==> src/rtl/srlm_pkg.sv <==
// Shared types and constants for the scroll region line map.
package srlm_pkg;

  // Fixed widths of the command, result and configuration fields.
  localparam int unsigned CMD_W    = 3;
  localparam int unsigned ROW_W    = 6;
  localparam int unsigned COUNT_W  = 8;
  localparam int unsigned LEN_W    = 8;
  localparam int unsigned PHYS_W   = 6;
  localparam int unsigned TOP_W    = 6;
  localparam int unsigned BOTTOM_W = 7;
  localparam int unsigned CFG_IDX_W = 2;

  // Command codes.
  localparam logic [CMD_W-1:0] CMD_INSERT = 3'd0;
  localparam logic [CMD_W-1:0] CMD_DELETE = 3'd1;
  localparam logic [CMD_W-1:0] CMD_SCROLL = 3'd2;
  localparam logic [CMD_W-1:0] CMD_READ   = 3'd3;
  localparam logic [CMD_W-1:0] CMD_SETLEN = 3'd4;

  // Configuration register indexes.
  localparam logic [CFG_IDX_W-1:0] CFG_TOP    = 2'd0;
  localparam logic [CFG_IDX_W-1:0] CFG_BOTTOM = 2'd1;

  // Register values after reset.
  localparam logic [TOP_W-1:0]    TOP_RESET    = 6'd0;
  localparam logic [BOTTOM_W-1:0] BOTTOM_RESET = 7'd64;

  // One command item.
  typedef struct packed {
    logic [CMD_W-1:0]          cmd;
    logic [ROW_W-1:0]          row;
    logic signed [COUNT_W-1:0] count;
    logic [LEN_W-1:0]          new_length;
  } item_t;

  // One result item.
  typedef struct packed {
    logic [PHYS_W-1:0] phys_line;
    logic [LEN_W-1:0]  line_length;
  } result_t;

  // Port strobes from the sequencer to one store.
  typedef struct packed {
    logic rd;
    logic wr;
  } mem_ctl_t;

endpackage

==> src/rtl/srlm_map_ram.sv <==
// Row map store: screen row to physical line, identity until written.
module srlm_map_ram #(
  parameter int unsigned ROWS = 64
) (
  input  logic                clk_i,
  input  logic                rst_ni,
  input  srlm_pkg::mem_ctl_t  ctl_i,
  input  logic [((ROWS > 1) ? $clog2(ROWS) : 1)-1:0] raddr_a_i,
  input  logic [((ROWS > 1) ? $clog2(ROWS) : 1)-1:0] raddr_b_i,
  input  logic [((ROWS > 1) ? $clog2(ROWS) : 1)-1:0] waddr_i,
  input  logic [((ROWS > 1) ? $clog2(ROWS) : 1)-1:0] wdata_i,
  output logic [((ROWS > 1) ? $clog2(ROWS) : 1)-1:0] rdata_a_o,
  output logic [((ROWS > 1) ? $clog2(ROWS) : 1)-1:0] rdata_b_o
);
  import srlm_pkg::*;

  localparam int unsigned AW = (ROWS > 1) ? $clog2(ROWS) : 1;

  logic [AW-1:0]   mem_q [ROWS];
  logic [ROWS-1:0] valid_q;
  logic [AW-1:0]   rdata_a_q;
  logic [AW-1:0]   rdata_b_q;

  // Write port.
  always_ff @(posedge clk_i) begin
    if (ctl_i.wr) begin
      mem_q[waddr_i] <= wdata_i;
    end
  end

  // An entry that was never written still holds its own row number.
  always_ff @(posedge clk_i or negedge rst_ni) begin
    if (!rst_ni) begin
      valid_q <= '0;
    end else if (ctl_i.wr) begin
      valid_q[waddr_i] <= 1'b1;
    end
  end

  // Two registered read ports.
  always_ff @(posedge clk_i) begin
    if (ctl_i.rd) begin
      rdata_a_q <= valid_q[raddr_a_i] ? mem_q[raddr_a_i] : raddr_a_i;
      rdata_b_q <= valid_q[raddr_b_i] ? mem_q[raddr_b_i] : raddr_b_i;
    end
  end

  assign rdata_a_o = rdata_a_q;
  assign rdata_b_o = rdata_b_q;

endmodule

==> src/rtl/srlm_len_ram.sv <==
// Line length store: one length per physical line, zero until written.
module srlm_len_ram #(
  parameter int unsigned ROWS = 64
) (
  input  logic                clk_i,
  input  logic                rst_ni,
  input  srlm_pkg::mem_ctl_t  ctl_i,
  input  logic [((ROWS > 1) ? $clog2(ROWS) : 1)-1:0] raddr_i,
  input  logic [((ROWS > 1) ? $clog2(ROWS) : 1)-1:0] waddr_i,
  input  logic [srlm_pkg::LEN_W-1:0]                 wdata_i,
  output logic [srlm_pkg::LEN_W-1:0]                 rdata_o
);
  import srlm_pkg::*;

  logic [LEN_W-1:0] mem_q [ROWS];
  logic [ROWS-1:0]  valid_q;
  logic [LEN_W-1:0] rdata_q;

  // Write port.
  always_ff @(posedge clk_i) begin
    if (ctl_i.wr) begin
      mem_q[waddr_i] <= wdata_i;
    end
  end

  // Lengths read as zero until their line is written.
  always_ff @(posedge clk_i or negedge rst_ni) begin
    if (!rst_ni) begin
      valid_q <= '0;
    end else if (ctl_i.wr) begin
      valid_q[waddr_i] <= 1'b1;
    end
  end

  // Registered read port.
  always_ff @(posedge clk_i) begin
    if (ctl_i.rd) begin
      rdata_q <= valid_q[raddr_i] ? mem_q[raddr_i] : '0;
    end
  end

  assign rdata_o = rdata_q;

endmodule

==> src/rtl/srlm_seq.sv <==
// Command sequencer: decodes a command and walks the swaps, clears, length writes and reads.
module srlm_seq #(
  parameter int unsigned ROWS = 64,
  parameter int unsigned COLS = 256
) (
  input  logic                              clk_i,
  input  logic                              rst_ni,
  input  logic                              start,
  output logic                              busy,
  input  srlm_pkg::item_t                   req_i,
  input  logic [srlm_pkg::TOP_W-1:0]        top_row_i,
  input  logic [srlm_pkg::BOTTOM_W-1:0]     bottom_row_i,
  output srlm_pkg::mem_ctl_t                map_ctl_o,
  output logic [((ROWS > 1) ? $clog2(ROWS) : 1)-1:0] map_raddr_a_o,
  output logic [((ROWS > 1) ? $clog2(ROWS) : 1)-1:0] map_raddr_b_o,
  output logic [((ROWS > 1) ? $clog2(ROWS) : 1)-1:0] map_waddr_o,
  output logic [((ROWS > 1) ? $clog2(ROWS) : 1)-1:0] map_wdata_o,
  input  logic [((ROWS > 1) ? $clog2(ROWS) : 1)-1:0] map_rdata_a_i,
  input  logic [((ROWS > 1) ? $clog2(ROWS) : 1)-1:0] map_rdata_b_i,
  output srlm_pkg::mem_ctl_t                len_ctl_o,
  output logic [((ROWS > 1) ? $clog2(ROWS) : 1)-1:0] len_raddr_o,
  output logic [((ROWS > 1) ? $clog2(ROWS) : 1)-1:0] len_waddr_o,
  output logic [srlm_pkg::LEN_W-1:0]        len_wdata_o,
  input  logic [srlm_pkg::LEN_W-1:0]        len_rdata_i,
  output logic                              result_strobe_o,
  output srlm_pkg::result_t                 result_o
);
  import srlm_pkg::*;

  localparam int unsigned AW  = (ROWS > 1) ? $clog2(ROWS) : 1;
  // Positions run from 0 to ROWS inclusive.
  localparam int unsigned PW  = $clog2(ROWS + 1);
  // Decode width holds positions, the bottom register and a count of 128.
  localparam int unsigned DW  = (PW > COUNT_W) ? PW : COUNT_W;
  localparam int unsigned CLW = ($clog2(COLS + 1) > LEN_W) ? $clog2(COLS + 1) : LEN_W;

  typedef enum logic [10:0] {
    S_IDLE     = 11'b000_0000_0001,
    S_FLIP_CHK = 11'b000_0000_0010,
    S_FLIP_WA  = 11'b000_0000_0100,
    S_FLIP_WB  = 11'b000_0000_1000,
    S_CLR_RD   = 11'b000_0001_0000,
    S_CLR_WR   = 11'b000_0010_0000,
    S_SET_RD   = 11'b000_0100_0000,
    S_SET_WR   = 11'b000_1000_0000,
    S_OUT_MAP  = 11'b001_0000_0000,
    S_OUT_LEN  = 11'b010_0000_0000,
    S_OUT_FIN  = 11'b100_0000_0000
  } state_e;

  // Which of the three reversals of a rotation is running.
  typedef enum logic [2:0] {
    PH_WHOLE = 3'b001,
    PH_HEAD  = 3'b010,
    PH_TAIL  = 3'b100
  } phase_e;

  state_e            state_q, state_d;
  phase_e            phase_q, phase_d;
  logic [PW-1:0]     lo_q, lo_d, hi_q, hi_d;
  logic [PW-1:0]     first_q, first_d, mid_q, mid_d, last_q, last_d;
  logic [PW-1:0]     clo_q, clo_d, chi_q, chi_d;
  logic [ROW_W-1:0]  row_q, row_d;
  logic              row_ok_q, row_ok_d;
  logic [LEN_W-1:0]  nlen_q, nlen_d;
  logic              strobe_q, strobe_d;
  result_t           res_q, res_d;

  // Decode signals.
  logic              neg;
  logic [COUNT_W-1:0] cnt_u, mag;
  logic [DW-1:0]     top_w, bot_raw, rows_w, bot_w, start_w, span_w, mag_w, n_w;
  logic [DW-1:0]     mid_w, clo_w, chi_w;
  logic              is_scr, is_ins, is_rot, is_del, is_set, rot_ok, row_ok;
  logic [LEN_W-1:0]  nlen_clamped;

  // Shared pointer unit.
  logic [PW-1:0]     lo_inc, hi_dec;
  logic              swap_more, clr_more;

  // Command decode, evaluated when an item is taken.
  always_comb begin
    cnt_u   = req_i.count;
    neg     = cnt_u[COUNT_W-1];
    mag     = neg ? COUNT_W'(~cnt_u + 1'b1) : cnt_u;
    top_w   = DW'(top_row_i);
    bot_raw = DW'(bottom_row_i);
    rows_w  = DW'(ROWS);
    bot_w   = (bot_raw > rows_w) ? rows_w : bot_raw;
    is_scr  = (req_i.cmd == CMD_SCROLL);
    is_ins  = (req_i.cmd == CMD_INSERT) && !neg;
    is_del  = ((req_i.cmd == CMD_DELETE) || is_scr) && !neg;
    is_rot  = is_ins || is_del || (is_scr && neg);
    is_set  = (req_i.cmd == CMD_SETLEN);
    start_w = is_scr ? top_w : DW'(req_i.row);
    rot_ok  = is_rot && (top_w < bot_w) && (start_w >= top_w) && (start_w < bot_w)
              && (mag != '0);
    span_w  = bot_w - start_w;
    mag_w   = DW'(mag);
    n_w     = (mag_w > span_w) ? span_w : mag_w;
    mid_w   = is_ins ? (start_w + n_w) : (bot_w - n_w);
    clo_w   = is_del ? (bot_w - n_w) : start_w;
    chi_w   = is_del ? bot_w : (start_w + n_w);
    row_ok  = DW'(req_i.row) < rows_w;
    nlen_clamped = (CLW'(req_i.new_length) > CLW'(COLS)) ? LEN_W'(COLS) : req_i.new_length;
  end

  assign lo_inc    = lo_q + 1'b1;
  assign hi_dec    = hi_q - 1'b1;
  assign swap_more = (hi_q != '0) && (lo_q < hi_dec);
  assign clr_more  = (lo_q < hi_q);

  // Sequencer.
  always_comb begin
    state_d  = state_q;
    phase_d  = phase_q;
    lo_d     = lo_q;
    hi_d     = hi_q;
    first_d  = first_q;
    mid_d    = mid_q;
    last_d   = last_q;
    clo_d    = clo_q;
    chi_d    = chi_q;
    row_d    = row_q;
    row_ok_d = row_ok_q;
    nlen_d   = nlen_q;
    strobe_d = 1'b0;
    res_d    = res_q;

    map_ctl_o     = '0;
    map_raddr_a_o = AW'(lo_q);
    map_raddr_b_o = AW'(hi_dec);
    map_waddr_o   = AW'(lo_q);
    map_wdata_o   = map_rdata_b_i;
    len_ctl_o     = '0;
    len_raddr_o   = map_rdata_a_i;
    len_waddr_o   = map_rdata_a_i;
    len_wdata_o   = '0;

    case (state_q)
      S_IDLE: begin
        if (start) begin
          first_d  = PW'(start_w);
          mid_d    = PW'(mid_w);
          last_d   = PW'(bot_w);
          clo_d    = PW'(clo_w);
          chi_d    = PW'(chi_w);
          lo_d     = PW'(start_w);
          hi_d     = PW'(bot_w);
          phase_d  = PH_WHOLE;
          row_d    = req_i.row;
          row_ok_d = row_ok;
          nlen_d   = nlen_clamped;
          if (rot_ok) begin
            state_d = S_FLIP_CHK;
          end else if (is_set) begin
            state_d = S_SET_RD;
          end else begin
            state_d = S_OUT_MAP;
          end
        end
      end
      // Swap the outer pair of the range, or move on to the next reversal or, after the last, to clearing.
      S_FLIP_CHK: begin
        if (swap_more) begin
          map_ctl_o.rd = 1'b1;
          hi_d         = hi_dec;
          state_d      = S_FLIP_WA;
        end else begin
          case (phase_q)
            PH_WHOLE: begin
              phase_d = PH_HEAD;
              lo_d    = first_q;
              hi_d    = mid_q;
            end
            PH_HEAD: begin
              phase_d = PH_TAIL;
              lo_d    = mid_q;
              hi_d    = last_q;
            end
            default: begin
              lo_d    = clo_q;
              hi_d    = chi_q;
              state_d = S_CLR_RD;
            end
          endcase
        end
      end
      S_FLIP_WA: begin
        map_ctl_o.wr = 1'b1;
        map_waddr_o  = AW'(lo_q);
        map_wdata_o  = map_rdata_b_i;
        state_d      = S_FLIP_WB;
      end
      S_FLIP_WB: begin
        map_ctl_o.wr = 1'b1;
        map_waddr_o  = AW'(hi_q);
        map_wdata_o  = map_rdata_a_i;
        lo_d         = lo_inc;
        state_d      = S_FLIP_CHK;
      end
      // Zero the length of each line that lands on a vacated row.
      S_CLR_RD: begin
        if (clr_more) begin
          map_ctl_o.rd  = 1'b1;
          map_raddr_a_o = AW'(lo_q);
          state_d       = S_CLR_WR;
        end else begin
          state_d = S_OUT_MAP;
        end
      end
      S_CLR_WR: begin
        len_ctl_o.wr = 1'b1;
        len_waddr_o  = map_rdata_a_i;
        len_wdata_o  = '0;
        lo_d         = lo_inc;
        state_d      = S_CLR_RD;
      end
      S_SET_RD: begin
        map_ctl_o.rd  = 1'b1;
        map_raddr_a_o = AW'(row_q);
        state_d       = S_SET_WR;
      end
      S_SET_WR: begin
        len_ctl_o.wr = row_ok_q;
        len_waddr_o  = map_rdata_a_i;
        len_wdata_o  = nlen_q;
        state_d      = S_OUT_MAP;
      end
      // Look up the requested row and its line length.
      S_OUT_MAP: begin
        map_ctl_o.rd  = 1'b1;
        map_raddr_a_o = AW'(row_q);
        state_d       = S_OUT_LEN;
      end
      S_OUT_LEN: begin
        len_ctl_o.rd = 1'b1;
        len_raddr_o  = map_rdata_a_i;
        state_d      = S_OUT_FIN;
      end
      S_OUT_FIN: begin
        strobe_d = 1'b1;
        if (row_ok_q) begin
          res_d.phys_line   = PHYS_W'(map_rdata_a_i);
          res_d.line_length = len_rdata_i;
        end else begin
          res_d = '0;
        end
        state_d = S_IDLE;
      end
      default: begin
        state_d = S_IDLE;
      end
    endcase
  end

  // Control state.
  always_ff @(posedge clk_i or negedge rst_ni) begin
    if (!rst_ni) begin
      state_q  <= S_IDLE;
      strobe_q <= 1'b0;
    end else begin
      state_q  <= state_d;
      strobe_q <= strobe_d;
    end
  end

  // Working registers and the result register.
  always_ff @(posedge clk_i) begin
    phase_q  <= phase_d;
    lo_q     <= lo_d;
    hi_q     <= hi_d;
    first_q  <= first_d;
    mid_q    <= mid_d;
    last_q   <= last_d;
    clo_q    <= clo_d;
    chi_q    <= chi_d;
    row_q    <= row_d;
    row_ok_q <= row_ok_d;
    nlen_q   <= nlen_d;
    res_q    <= res_d;
  end

  assign busy            = (state_q != S_IDLE);
  assign result_strobe_o = strobe_q;
  assign result_o        = res_q;

endmodule

==> src/rtl/scroll_region_line_map.sv <==
// Top level of the scroll region line map: configuration registers and stores.
//
// A command item is taken at a clock edge where start is high and busy is low.
// busy then stays high until the command is done; one result item follows on
// result_o, marked by result_strobe_o for exactly one cycle, in the first
// cycle with busy low again. The receiver cannot hold results off.
// Read row, unknown commands and commands that change nothing pass S_OUT_MAP,
// S_OUT_LEN and S_OUT_FIN before the strobe; set length passes S_SET_RD and
// S_SET_WR first. Insert, delete and scroll rotate the rows from the start
// row to the region end (span L) by three reversals (S swaps, S at most L),
// each swap passing S_FLIP_CHK, S_FLIP_WA and S_FLIP_WB, then clear n rows
// through S_CLR_RD and S_CLR_WR each and end as a read row does. A new item
// can be taken in the strobe cycle. Swaps are paced by the one write port of
// the row map: each reads both entries together and writes them back singly.
// The configuration channel is always ready; the user must write top_row and
// bottom_row only while busy is low; the block itself does not enforce it.
// Reset is asynchronous and active low: the row map reads as the identity,
// all lengths as zero, top_row as 0, bottom_row as 64: no clearing pass needed.
module scroll_region_line_map #(
  parameter int unsigned ROWS = 64,
  parameter int unsigned COLS = 256
) (
  input  logic                               clk_i,
  input  logic                               rst_ni,
  input  logic                               start,
  output logic                               busy,
  input  srlm_pkg::item_t                    req_i,
  output logic                               result_strobe_o,
  output srlm_pkg::result_t                  result_o,
  input  logic                               cfg_valid_i,
  output logic                               cfg_ready_o,
  input  logic [srlm_pkg::CFG_IDX_W-1:0]     cfg_index_i,
  input  logic [srlm_pkg::BOTTOM_W-1:0]      cfg_data_i
);
  import srlm_pkg::*;

  localparam int unsigned AW = (ROWS > 1) ? $clog2(ROWS) : 1;

  logic [TOP_W-1:0]    top_q;
  logic [BOTTOM_W-1:0] bottom_q;

  mem_ctl_t          map_ctl, len_ctl;
  logic [AW-1:0]     map_raddr_a, map_raddr_b, map_waddr, map_wdata;
  logic [AW-1:0]     map_rdata_a, map_rdata_b;
  logic [AW-1:0]     len_raddr, len_waddr;
  logic [LEN_W-1:0]  len_wdata, len_rdata;

  // Configuration registers.
  assign cfg_ready_o = 1'b1;

  always_ff @(posedge clk_i or negedge rst_ni) begin
    if (!rst_ni) begin
      top_q    <= TOP_RESET;
      bottom_q <= BOTTOM_RESET;
    end else if (cfg_valid_i && cfg_ready_o) begin
      case (cfg_index_i)
        CFG_TOP:    top_q    <= cfg_data_i[TOP_W-1:0];
        CFG_BOTTOM: bottom_q <= cfg_data_i;
        default: ;
      endcase
    end
  end

  // Sequencer.
  srlm_seq #(
    .ROWS (ROWS),
    .COLS (COLS)
  ) u_seq (
    .clk_i           (clk_i),
    .rst_ni          (rst_ni),
    .start           (start),
    .busy            (busy),
    .req_i           (req_i),
    .top_row_i       (top_q),
    .bottom_row_i    (bottom_q),
    .map_ctl_o       (map_ctl),
    .map_raddr_a_o   (map_raddr_a),
    .map_raddr_b_o   (map_raddr_b),
    .map_waddr_o     (map_waddr),
    .map_wdata_o     (map_wdata),
    .map_rdata_a_i   (map_rdata_a),
    .map_rdata_b_i   (map_rdata_b),
    .len_ctl_o       (len_ctl),
    .len_raddr_o     (len_raddr),
    .len_waddr_o     (len_waddr),
    .len_wdata_o     (len_wdata),
    .len_rdata_i     (len_rdata),
    .result_strobe_o (result_strobe_o),
    .result_o        (result_o)
  );

  // Row map store.
  srlm_map_ram #(
    .ROWS (ROWS)
  ) u_map_ram (
    .clk_i     (clk_i),
    .rst_ni    (rst_ni),
    .ctl_i     (map_ctl),
    .raddr_a_i (map_raddr_a),
    .raddr_b_i (map_raddr_b),
    .waddr_i   (map_waddr),
    .wdata_i   (map_wdata),
    .rdata_a_o (map_rdata_a),
    .rdata_b_o (map_rdata_b)
  );

  // Line length store.
  srlm_len_ram #(
    .ROWS (ROWS)
  ) u_len_ram (
    .clk_i   (clk_i),
    .rst_ni  (rst_ni),
    .ctl_i   (len_ctl),
    .raddr_i (len_raddr),
    .waddr_i (len_waddr),
    .wdata_i (len_wdata),
    .rdata_o (len_rdata)
  );

  // Checks on the command sequencing.
  a_busy_after_start: assert property (@(posedge clk_i) disable iff (!rst_ni)
    (start && !busy) |=> busy)
    else $error("busy did not rise after a command was taken");

  a_busy_rise_cause: assert property (@(posedge clk_i) disable iff (!rst_ni)
    $rose(busy) |-> $past(start))
    else $error("busy rose without a command");

  a_result_when_idle: assert property (@(posedge clk_i) disable iff (!rst_ni)
    result_strobe_o |-> !busy)
    else $error("result strobe while a command is still running");

  a_result_single: assert property (@(posedge clk_i) disable iff (!rst_ni)
    result_strobe_o |=> !result_strobe_o)
    else $error("result strobe held for more than one cycle");

endmodule

==> config.mk <==
export PLATFORM = sky130hd
export DESIGN_NAME = scroll_region_line_map
export DESIGN_NICKNAME = d
export VERILOG_FILES = /design/src/rtl/srlm_pkg.sv /design/src/rtl/srlm_map_ram.sv /design/src/rtl/srlm_len_ram.sv /design/src/rtl/srlm_seq.sv /design/src/rtl/scroll_region_line_map.sv
export SDC_FILE = /design/constraint.sdc
export NUM_CORES = 2
export LEC_CHECK = 0
export BUFFER_PORTS_ARGS = -buffer_cell sky130_fd_sc_hd__buf_2
export CAP_MARGIN = 20
export CORE_MARGIN = 2
export CORE_UTILIZATION = 30
export DETAILED_ROUTE_END_ITERATION = 16
export GPL_ROUTABILITY_DRIVEN = 0
export GPL_TIMING_DRIVEN = 0
export SETUP_SLACK_MARGIN = 0.2
export SYNTH_ARGS = -nofsm -noshare
export SYNTH_HDL_FRONTEND = slang
export SYNTH_SLANG_ARGS = --single-unit
==> constraint.sdc <==
create_clock -name clk_i -period 10.6 [get_ports clk_i]
set_input_delay 1.06 -clock clk_i [delete_from_list [all_inputs] [get_ports clk_i]]
set_output_delay 1.06 -clock clk_i [all_outputs]
set_load 0.005 [all_outputs]
==> results.yml <==
cts:
  insertion_delay_ps: 750
  cts_tree: "yes"
  postCtsSetupRepairBufs: 0
  holdBufCountCts: 0
  cts_max_level: 3
  numCtsBuffers: 112
  clk_pin_slew_ps: 60
  root_buffer: "clkbuf_16"
  numClockSinks: 1148
  ctsLongestPathBuffers: 3
  cts_resized: 0
sta:
  fin_crit_ps: 7190
  finClkSkew_ps: 27.7
  slew-limit-headroom_pct: 16.0
  rsz0062_at_grt: "no"
  worst_pin_slew_ps: 1260
  tns_ps: 0
  hold_viol_final: 0
  period_share_pct: 67.8
  hold_ws_ps: 279
  finalMaxSlewViolations: 0
  clock.fmax_ghz: 0.139
  setup_viol: 0
synth:
  ys_seq_area_share_pct: 67.1
  ys_warn_count: 0
  synth_cell_types: 86
  synth-main-ff-cell: "edfxtp_1"
  synth_area_sq_um: 50200
  yosys.area_share.simple_pct: 10.0
  synth_top_area_share_pct: 59.5
  muxShareOfSynthArea_pct: 8.48
  synth_nets: 3633
  synth_compound_area_share_pct: 9.98
  synth-edff-count: 995
  synth_area_leader_cell: "edfxtp_1"
  synthCells: 3536
  syn_avg_cell_area_sq_um: 14.2
  synth_adder_area_share_pct: 1.53
  synthXorXnorAreaFrac_pct: 0.575
  ys_ff_latch: 1148
  yosys-top-cells-area: "edfxtp_1, dfrtp_1, mux4_2"
  ys_async_sr_fraction_pct: 13.3
  synth_top_family_by_area: "simple AND/OR/NAND/NOR gates"
floorplan:
  dieHeight_um: 413
  rows: 150
  start_util_pct: 30.1
  die_area_sq_um: 171000
  die_width_um: 413
  pin_count: 55
  fp.coreArea_sq_um: 167000
global_route:
  antenna_found_initial: 6
  grt.overflow.total: 0
  grt_pass1_vias: 33685
  top_usage_layer: "met2"
  met2_usage_pct: 31.5
  use_met1_pct: 27.9
  grt_max_degree: 83
  groute.layer.met3.usage_pct: 5.01
  grt_pass1_wl_um: 253000
  track_usage_pct: 20.8
final_layout:
  drive_gt1_share_pct: 17.1
  final_cell_area_sq_um: 58000
  multi_input_area_sq_um: 15400
  fill_cells: 16118
  final_common_cell: "edfxtp_1"
  mostFrequentLayoutCells: "edfxtp_1, nand2_1, nor2_1"
  final_nets: 3862
  ff_latch_area_sq_um: 33700
  area_growth_pct: 15.4
placed_design:
  place_hpwl_um: 126000
  placed_area_sq_um: 54100
  port_buffers: 53
critical_path:
  crit_fanout: 10
  crit_slowest_cell: "fa_1"
  critPathBufInv: 4
  critPathMostFrequentCell: "ha_1"
  cp.required_ps: 11080
  cp_slowest_stage_delay_ps: 440
  cp-start-kind: "input pin"
  critPathKind: "input pin to flop"
  critPathCaptureType: "flop"
  critPathTopFamily: "compound AO/OA/AOI/OAI gates"
  arrival_ps: 7660
route:
  drc: 0
  antenna_left: 0
  wire_per_inst_um: 30.0
  vias_per_cell: 5.85
  vias: 35475
  drtIter0Drc: 5754
  dr.pass1.iters: 6
  finalWirelength_um: 182000
power:
  power_mw: 13.9
  powerDensity_nw_per_um2: 239
  leakagePower_nw: 21.0
  ir_drop_mv: 0.151
flow_run:
  maxCapViolCount: 0
worst_hold_path:
  hp-class: "input pin to asynchronous set/reset pin"
outcome:
  status: "finished clean"
## per-layer routing
| layer | wire length (um) | vias up |
|---|---|---|
| met3 | 22200 | 543 |
| met5 | 41 | - |
| met2 | 80100 | 2685 |
| met1 | 69200 | 17949 |
| met4 | 10300 | 6 |
| li1 | - | 14292 |
## layout make-up
class                   instances  area share (%)
clock buffers                 138            5.14
diodes                          2         0.00864
clock inverters                71            1.25
well taps                    2204            4.76
plain buffers                 206            1.54
inverters                      69           0.447
flip-flops and latches       1148            58.2
multi-input cells            2113            26.7
repair buffers                115            2.04
## cell usage after synthesis, types with 19 or more instances
cell	count
buf_2	54
nor3_1	20
nand2_1	455
nand4_1	48
a211oi_1	33
a22oi_1	165
a22o_1	74
a21o_1	22
edfxtp_1	995
mux4_2	145
a32oi_1	20
o21ai_0	72
dfrtp_1	151
nand3_1	156
inv_1	67
mux2_2	19
clkbuf_1	102
mux2i_1	73
a221oi_1	70
xnor2_1	25
buf_1	41
nor2_1	179
ha_1	56
a31oi_1	102
a21oi_1	69
or2_2	107
## worst register-to-register path: cells and delay by family (launching register included)
kind,cells,cell delay (ps)
compound gates,1,320
fa+ha+maj,1,310
buf+inv,7,3870
flops,1,400
mux,3,1610
simple gates,1,90
## sequential cells by signal (all words and copies together), names as in the netlist
| name | count |
|---|---|
| u_map_ram.rdata_a_o | 6 |
| u_map_ram.mem_q | 384 |
| u_seq.nlen_q | 8 |
| u_map_ram.rdata_b_o | 6 |
| u_map_ram.valid_q | 64 |
| u_seq.result_strobe_o | 1 |
| u_seq.row_q | 6 |
| u_len_ram.rdata_o | 8 |
| u_seq.state_q | 11 |
| u_seq.first_q | 6 |
| u_seq.phase_q | 3 |
| u_len_ram.mem_q | 512 |
| u_len_ram.valid_q | 64 |
| u_seq.result_o | 14 |
| u_seq.hi_q | 7 |
| bottom_q | 7 |
| top_q | 6 |
| u_seq.last_q | 7 |
| u_seq.mid_q | 7 |
| u_seq.lo_q | 7 |
| u_seq.clo_q | 7 |
| u_seq.chi_q | 7 |
## where the power goes
group          switching [mW]  internal (mW)  total (mW)
Combinational            3.17           1.40        4.57
Clock                    1.81           2.27        4.08
Sequential              0.109           5.12        5.23
Total                    5.08           8.79        13.9
## final timing paths
check                                                    from                                end  slack, ps  cells after the start
min in group clk_i         u_len_ram.rdata_o[5]$_SDFFCE_PN0P_        u_seq.result_o[5]$_DFFE_PP_        420                      0
hold / removal                                         rst_ni    u_seq.result_strobe_o$_DFF_PN0_        280                      1
setup reg to reg                      u_seq.hi_q[0]$_DFFE_PP_   u_map_ram.rdata_b_o[0]$_DFFE_PP_       3640                     13
hold reg to reg            u_len_ram.rdata_o[5]$_SDFFCE_PN0P_        u_seq.result_o[5]$_DFFE_PP_        420                      0
setup / recovery                                    req_i[23]           u_seq.mid_q[6]$_DFFE_PP_       3410                     27
max in group asynchronous                              rst_ni  u_map_ram.valid_q[58]$_DFFE_PN0P_       9440                      2
## stage by stage
step	setup WS [ps]	std cells	utilization [%]
2_1_floorplan	3920	3536	-
3_3_place_gp	2730	5793	32.0
3_5_place_dp	2680	5839	32.4
4_1_cts	3380	6048	34.7
5_1_grt	2810	6064	34.8
6_report	3410	6066	34.8
## cell families after synthesis
family | Yosys count
buf+inv | 275
other cells | 1
mux | 240
compound gates | 699
xor+xnor | 33
fa+ha+maj | 60
simple gates | 1080
flops | 1148
Note: power is estimated with default switching activity, not from simulation.
